### config.mk
export PLATFORM = sky130hd
export DESIGN_NAME = pq_ctrl
export DESIGN_NICKNAME = d
export VERILOG_FILES = /design/src/assert_macros.svh /design/src/pq_pkg.sv /design/src/pq_ctrl.sv
export SDC_FILE = /design/constraint.sdc
export NUM_CORES = 1
export LEC_CHECK = 0
export ABC_AREA = 1
export BUFFER_PORTS_ARGS = -buffer_cell sky130_fd_sc_hd__buf_2
export CAP_MARGIN = 20
export CORE_AREA = 2 2 39 41
export DETAILED_ROUTE_END_ITERATION = 10
export DIE_AREA = 0 0 41 43
export PLACE_DENSITY = 0.59
export SKIP_CTS_REPAIR_TIMING = 1
export SYNTH_ARGS = -nofsm -noshare
export SYNTH_HDL_FRONTEND = slang
export SYNTH_SLANG_ARGS = --single-unit
### constraint.sdc
create_clock -name clk -period 1.3 [get_ports clk]
set_input_delay 0.26 -clock clk [delete_from_list [all_inputs] [get_ports clk]]
set_output_delay 0.26 -clock clk [all_outputs]
set_load 0.01 [all_outputs]
### src/assert_macros.svh
// Assertion helpers for the RTL that checks itself.
`ifndef ASSERT_MACROS_SVH
`define ASSERT_MACROS_SVH

// Same-cycle implication, disabled while reset is high.
`define ASSERT_IMPL(lbl, clk, rst, ante, cons, msg) \
  lbl: assert property (@(posedge clk) disable iff (rst) (ante) |-> (cons)) \
    else $error(msg);

// Next-cycle implication, disabled while reset is high.
`define ASSERT_NEXT(lbl, clk, rst, ante, cons, msg) \
  lbl: assert property (@(posedge clk) disable iff (rst) (ante) |=> (cons)) \
    else $error(msg);

`endif

### src/pq_pkg.sv
package pq_pkg;

  // Storage geometry
  localparam int DEPTH = 16;
  localparam int IDX_W = (DEPTH > 1) ? $clog2(DEPTH) : 1;
  localparam int CNT_W = $clog2(DEPTH + 1);

  // Field widths
  localparam int CMD_W    = 2;
  localparam int VALUE_W  = 32;
  localparam int PRIO_W   = 16;
  localparam int STATUS_W = 2;
  localparam int COUNT_W  = 5;
  localparam int CAP_W    = 5;

  localparam logic [CAP_W-1:0] CAP_RESET = CAP_W'(16);

  typedef enum logic [CMD_W-1:0] {
    OP_ENQ  = 2'd0,
    OP_DEQ  = 2'd1,
    OP_PEEK = 2'd2,
    OP_CLR  = 2'd3
  } pq_op_t;

  typedef enum logic [STATUS_W-1:0] {
    ST_OK    = 2'd0,
    ST_FULL  = 2'd1,
    ST_EMPTY = 2'd2
  } pq_status_t;

  typedef struct packed {
    logic signed [VALUE_W-1:0] value;
    logic signed [PRIO_W-1:0]  prio;
  } pq_entry_t;

  typedef enum logic [2:0] {
    S_IDLE,
    S_EXEC,
    S_SCAN,
    S_SHIFT_INIT,
    S_SHIFT,
    S_REPLY
  } pq_state_t;

  // Controller to datapath
  typedef struct packed {
    logic latch;        // capture the accepted item
    logic do_enq;       // append at the tail
    logic do_clr;       // drop all entries
    logic set_full;
    logic set_empty;
    logic scan_start;   // read entry 0
    logic scan_cmp;     // compare the entry read last cycle
    logic scan_next;    // read the next entry
    logic shift_start;  // read the entry after the winner
    logic shift_wr;     // move read entry down one place
    logic shift_next;   // read the following entry
    logic pop;          // count minus one
    logic emit;         // load the output register
  } pq_ctl_t;

  // Datapath to controller
  typedef struct packed {
    pq_op_t op;
    logic   empty;
    logic   full;
    logic   scan_more;
    logic   best_has_next;
    logic   shift_more;
    logic   out_free;
  } pq_sts_t;

endpackage

### src/pq_ctrl.sv
module pq_ctrl import pq_pkg::*; (
  input  logic    clk,
  input  logic    rst,
  input  logic    req_valid,
  output logic    req_ready,
  input  pq_sts_t sts,
  output pq_ctl_t ctl
);

  pq_state_t state, state_next;

  always_ff @(posedge clk) begin
    if (rst) begin
      state <= S_IDLE;
    end else begin
      state <= state_next;
    end
  end

  // Next state
  always_comb begin
    state_next = state;
    case (state)
      S_IDLE: begin
        if (req_valid) state_next = S_EXEC;
      end
      S_EXEC: begin
        case (sts.op)
          OP_DEQ, OP_PEEK: begin
            state_next = sts.empty ? S_REPLY : S_SCAN;
          end
          default: state_next = S_REPLY;
        endcase
      end
      S_SCAN: begin
        if (!sts.scan_more) begin
          state_next = (sts.op == OP_DEQ) ? S_SHIFT_INIT : S_REPLY;
        end
      end
      S_SHIFT_INIT: begin
        state_next = sts.best_has_next ? S_SHIFT : S_REPLY;
      end
      S_SHIFT: begin
        if (!sts.shift_more) state_next = S_REPLY;
      end
      S_REPLY: begin
        if (sts.out_free) state_next = S_IDLE;
      end
      default: state_next = S_IDLE;
    endcase
  end

  // Outputs
  always_comb begin
    ctl       = '0;
    req_ready = 1'b0;
    case (state)
      S_IDLE: begin
        // no item is taken while reset is held
        req_ready = !rst;
        ctl.latch = req_valid && !rst;
      end
      S_EXEC: begin
        case (sts.op)
          OP_ENQ: begin
            ctl.set_full = sts.full;
            ctl.do_enq   = !sts.full;
          end
          OP_DEQ, OP_PEEK: begin
            ctl.set_empty  = sts.empty;
            ctl.scan_start = !sts.empty;
          end
          default: ctl.do_clr = 1'b1;
        endcase
      end
      S_SCAN: begin
        ctl.scan_cmp  = 1'b1;
        ctl.scan_next = sts.scan_more;
      end
      S_SHIFT_INIT: begin
        ctl.shift_start = sts.best_has_next;
        ctl.pop         = !sts.best_has_next;
      end
      S_SHIFT: begin
        ctl.shift_wr   = 1'b1;
        ctl.shift_next = sts.shift_more;
        ctl.pop        = !sts.shift_more;
      end
      S_REPLY: begin
        ctl.emit = sts.out_free;
      end
      default: ;
    endcase
  end

endmodule

# After elaboration in Yosys (flattened, before gate mapping)
# Cells that the tools add are included.
# W data, S select, Z words.
op_classes:
  muxes: 21
  n_eq_ne: 11
  reduce_logical: 11
ops:
  columns: ["op", "count"]
  rows:
  - ["$mux W3", 7]
  - ["$pmux W3 S6", 1]
  - ["$mux W1", 8]
  - ["$ne A2 B2 Y1 const B", 4]
  - ["$eq A3 B2 Y1 const B", 2]
  - ["$eq A3 B3 Y1 const B", 2]
  - ["$mux W2", 3]
  - ["$logic_not A1 Y1", 5]
  - ["$mux W5", 1]
  - ["$reduce_and A4 Y1", 1]
  - ["$eq A3 B1 Y1 const B", 1]
  - ["$logic_not A3 Y1", 1]
  - ["$reduce_or A3 Y1", 1]
  - ["$eq A2 B1 Y1 const B", 1]
  - ["$eq A2 B2 Y1 const B", 1]
  - ["$logic_not A2 Y1", 1]
  - ["$pmux W1 S2", 1]
  - ["$reduce_or A2 Y1", 1]
  - ["$logic_and A1 B1 Y1", 1]
word_totals:
  output_inout_bits: 14
  register_bits: 3
  in_bits: 11
  word_cells: 44

# Longest topological paths before layout
logic_depth:
  depth_word: 4
  ltp_mapped: 8

# Least setup slack after synthesis
# Ideal clock, no wire load.
synth_path:
  path_kind: "reg-to-output"
  start: "register state[0]"
  end: "output ctl[11] (netlist name)"
  arrival_ns: 0.996
  stages_incl_launch_ff: 5
  path_slack_ns: 0.044
  t_required_ns: 1.040
  cell_sequence: "dfxtp_1 -> inv_2 -> nor2_2 -> nand2_2 -> nor3b_1"
synth_lines:
  columns: ["item", "line", "source"]
  rows:
  - ["from (decl)", "pq_ctrl.sv:10", "pq_state_t state, state_next;"]
  - ["from (signal assigned)", "pq_ctrl.sv:16", "state <= state_next;"]
  - ["to (decl)", "pq_ctrl.sv:7", "output pq_ctl_t ctl"]

==> reports/metrics.cfg <==
[sta]
clock.fmax_mhz=719
post-route-min-period_ns=1.39
setup_slack_ns=-0.0914
hold_viol_final=0
post-route-period-util=1.07
setup_viol=8
rsz0062_at_grt=yes
worst_clock_skew_ns=0.00415
relSlewSlack=0.873
tightest_slew_ns=0.188
drv_slew=0
hold_ws_ns=0.229

[yosys]
syn-num-nets=79
syn_inst=65
synth.area.top_cells=dfxtp_1 16%, nand2_1 13%, inv_1 11%
synth.top_cells.by_count=13 x nand2_1, 11 x inv_1, 7 x nor2_1, 6 x nand3_1, 4 x o21ai_0
avgSynthCellArea_sq_um=5.66
synth_ff_type=dfxtp_1
seq_area_frac_synth=0.163
yosysTopAreaCell=dfxtp_1
synth_edf_count=0
synth_top_area_share=0.163
syn_area_sq_um=368
ys_warn_count=0
ys_ff_latch=3
synth.most_common_cell=nand2_1
async_flop_share=0
ys_types=18

[global_route]
gr-total-overflow=0
grt_use_total=0.0943
grt_max_degree=9
grt_pass1_wl_um=1210
antenna_found_initial=0
grt_pass1_vias=356

[flow_run]
cap_violations=0

[worst_hold_path]
min_path_type=in -> reg

[final_layout]
nNetsFinal=109
largest_register=state
largestRegisters=state (3)
finish.instance_area_sq_um=604
area_delta_synth_final_pct=64.3
drive_gt1_frac=0.479
largest_reg_flops=3
antenna_cells=0

[clocking]
ctsRootBufferMaster=clkbuf_4
path_clk_slew_ns=0.04
cts_buffers=3
clockBufferDepth=2
htreeDepth=1
clock_latency_ns=0.23
cts.sinks=3
cts_tree=built

[floorplan]
die-area_sq_um=1760
rows=14
die_x_um=41
start_util=0.266
ios=25
die_y_um=43
coreArea_sq_um=1380

[power]
leakagePower_nw=0.356
combPwrFrac=0.485
p_sw_frac=0.431
intPower_w=0.000359
power_density_nw_per_um2=1040
p_clk_frac=0.260
vdd_drop_max_uv=584
p_sw_w=0.000272
p_seq_frac=0.255

[routing]
routedWlPerCell_um=8.36
dr.pass1.iters=4
antenna_left=0
wirelength_um=920
via_per_inst=4.40
drt_iter0_drc=5
vias=484
drc=0

[place]
place_area_sq_um=508
pre_cts_ws_ns=0.0305
dpl.hpwl_um=746
io_buffers=24
gp_congestion=0.788

[setup_path]
cp.required_ns=1.04
start_kind=flop
crit_path_end_kind=output pin
worstSetupPathType=reg -> out
worstPathArrival_ns=1.13
cp_max_fo=6

[outcome]
status=complete, but fails checks
violations=setup timing

## critical path, cell delays in order, from the launching register on
cell and delay, ns:
dfxtp_4 0.37, inv_4 0.05, nor2_4 0.10, nand2_4 0.09
nor3b_2 0.14, buf_2 0.14
## routing by layer
| metal | track usage | wire (um) |
|---|---|---|
| met3 | 0 | 46 |
| met5 | 0 | 0 |
| met1 | 0.125 | 430 |
| met2 | 0.153 | 443 |
| met4 | 0.0400 | 0 |
## per-stage QoR
stage,setup TNS (ns),util,total power [W],std cells
floorplan,0,-,0.000326,65
global placement,0,0.367,0.000408,105
detailed placement,0,0.367,0.000410,105
CTS,-1.47,0.386,0.000577,109
global route,-0.792,0.437,0.000672,110
finish,-0.279,0.437,0.000631,110
## final timing paths
path | startpoint | to | slack [ns] | cells after the start
min reg2reg | state[2]$_SDFFE_PP0P_ | state[2]$_SDFFE_PP0P_ | 0.57 | 2
max reg2reg | state[2]$_SDFFE_PP0P_ | state[1]$_SDFFE_PP0P_ | 0.13 | 7
min | rst | state[0]$_SDFFE_PP0P_ | 0.23 | 2
max | state[0]$_SDFFE_PP0P_ | ctl[11] | -0.09 | 5
## placed cells by master (no fill, tap or decap), drive strengths merged
cell type,synthesis,final
buf,1,26
nand2,14,14
dfxtp,3,3
nor3b,1,1
clkbuf,0,4
nand3,6,6
nor2,10,10
ha,3,3
inv,14,14
nor4,1,1
nor3,3,3
a21oi,3,3
o21ai,5,5
nand4,1,1
## power groups by stage
stage / logic (W) / clock network, W / registers, W
4_1_cts: 0.000272 / 0.000167 / 0.000138
3_5_place_dp: 0.000270 / 0 / 0.000140
3_3_place_gp: 0.000269 / 0 / 0.000139
5_1_grt: 0.000337 / 0.000170 / 0.000165
2_1_floorplan: 0.000200 / 0 / 0.000127
6_report: 0.000306 / 0.000164 / 0.000161
## cell families after synthesis
group	Yosys count	share of synthesized area
simple gates	36	0.463
buf+inv	15	0.163
compound gates	8	0.109
fa+ha+maj	3	0.102
flops	3	0.163
## area by class of cell
class	instances	area, sq um
Clock buffer	4	26.3
Inverter	14	62.6
Multi-Input combinational cell	47	289
Fill cell	145	779
Tap cell	16	20.0
Timing Repair Buffer	26	135
Sequential cell	3	71.3
Power figures use the tool's default switching activity.
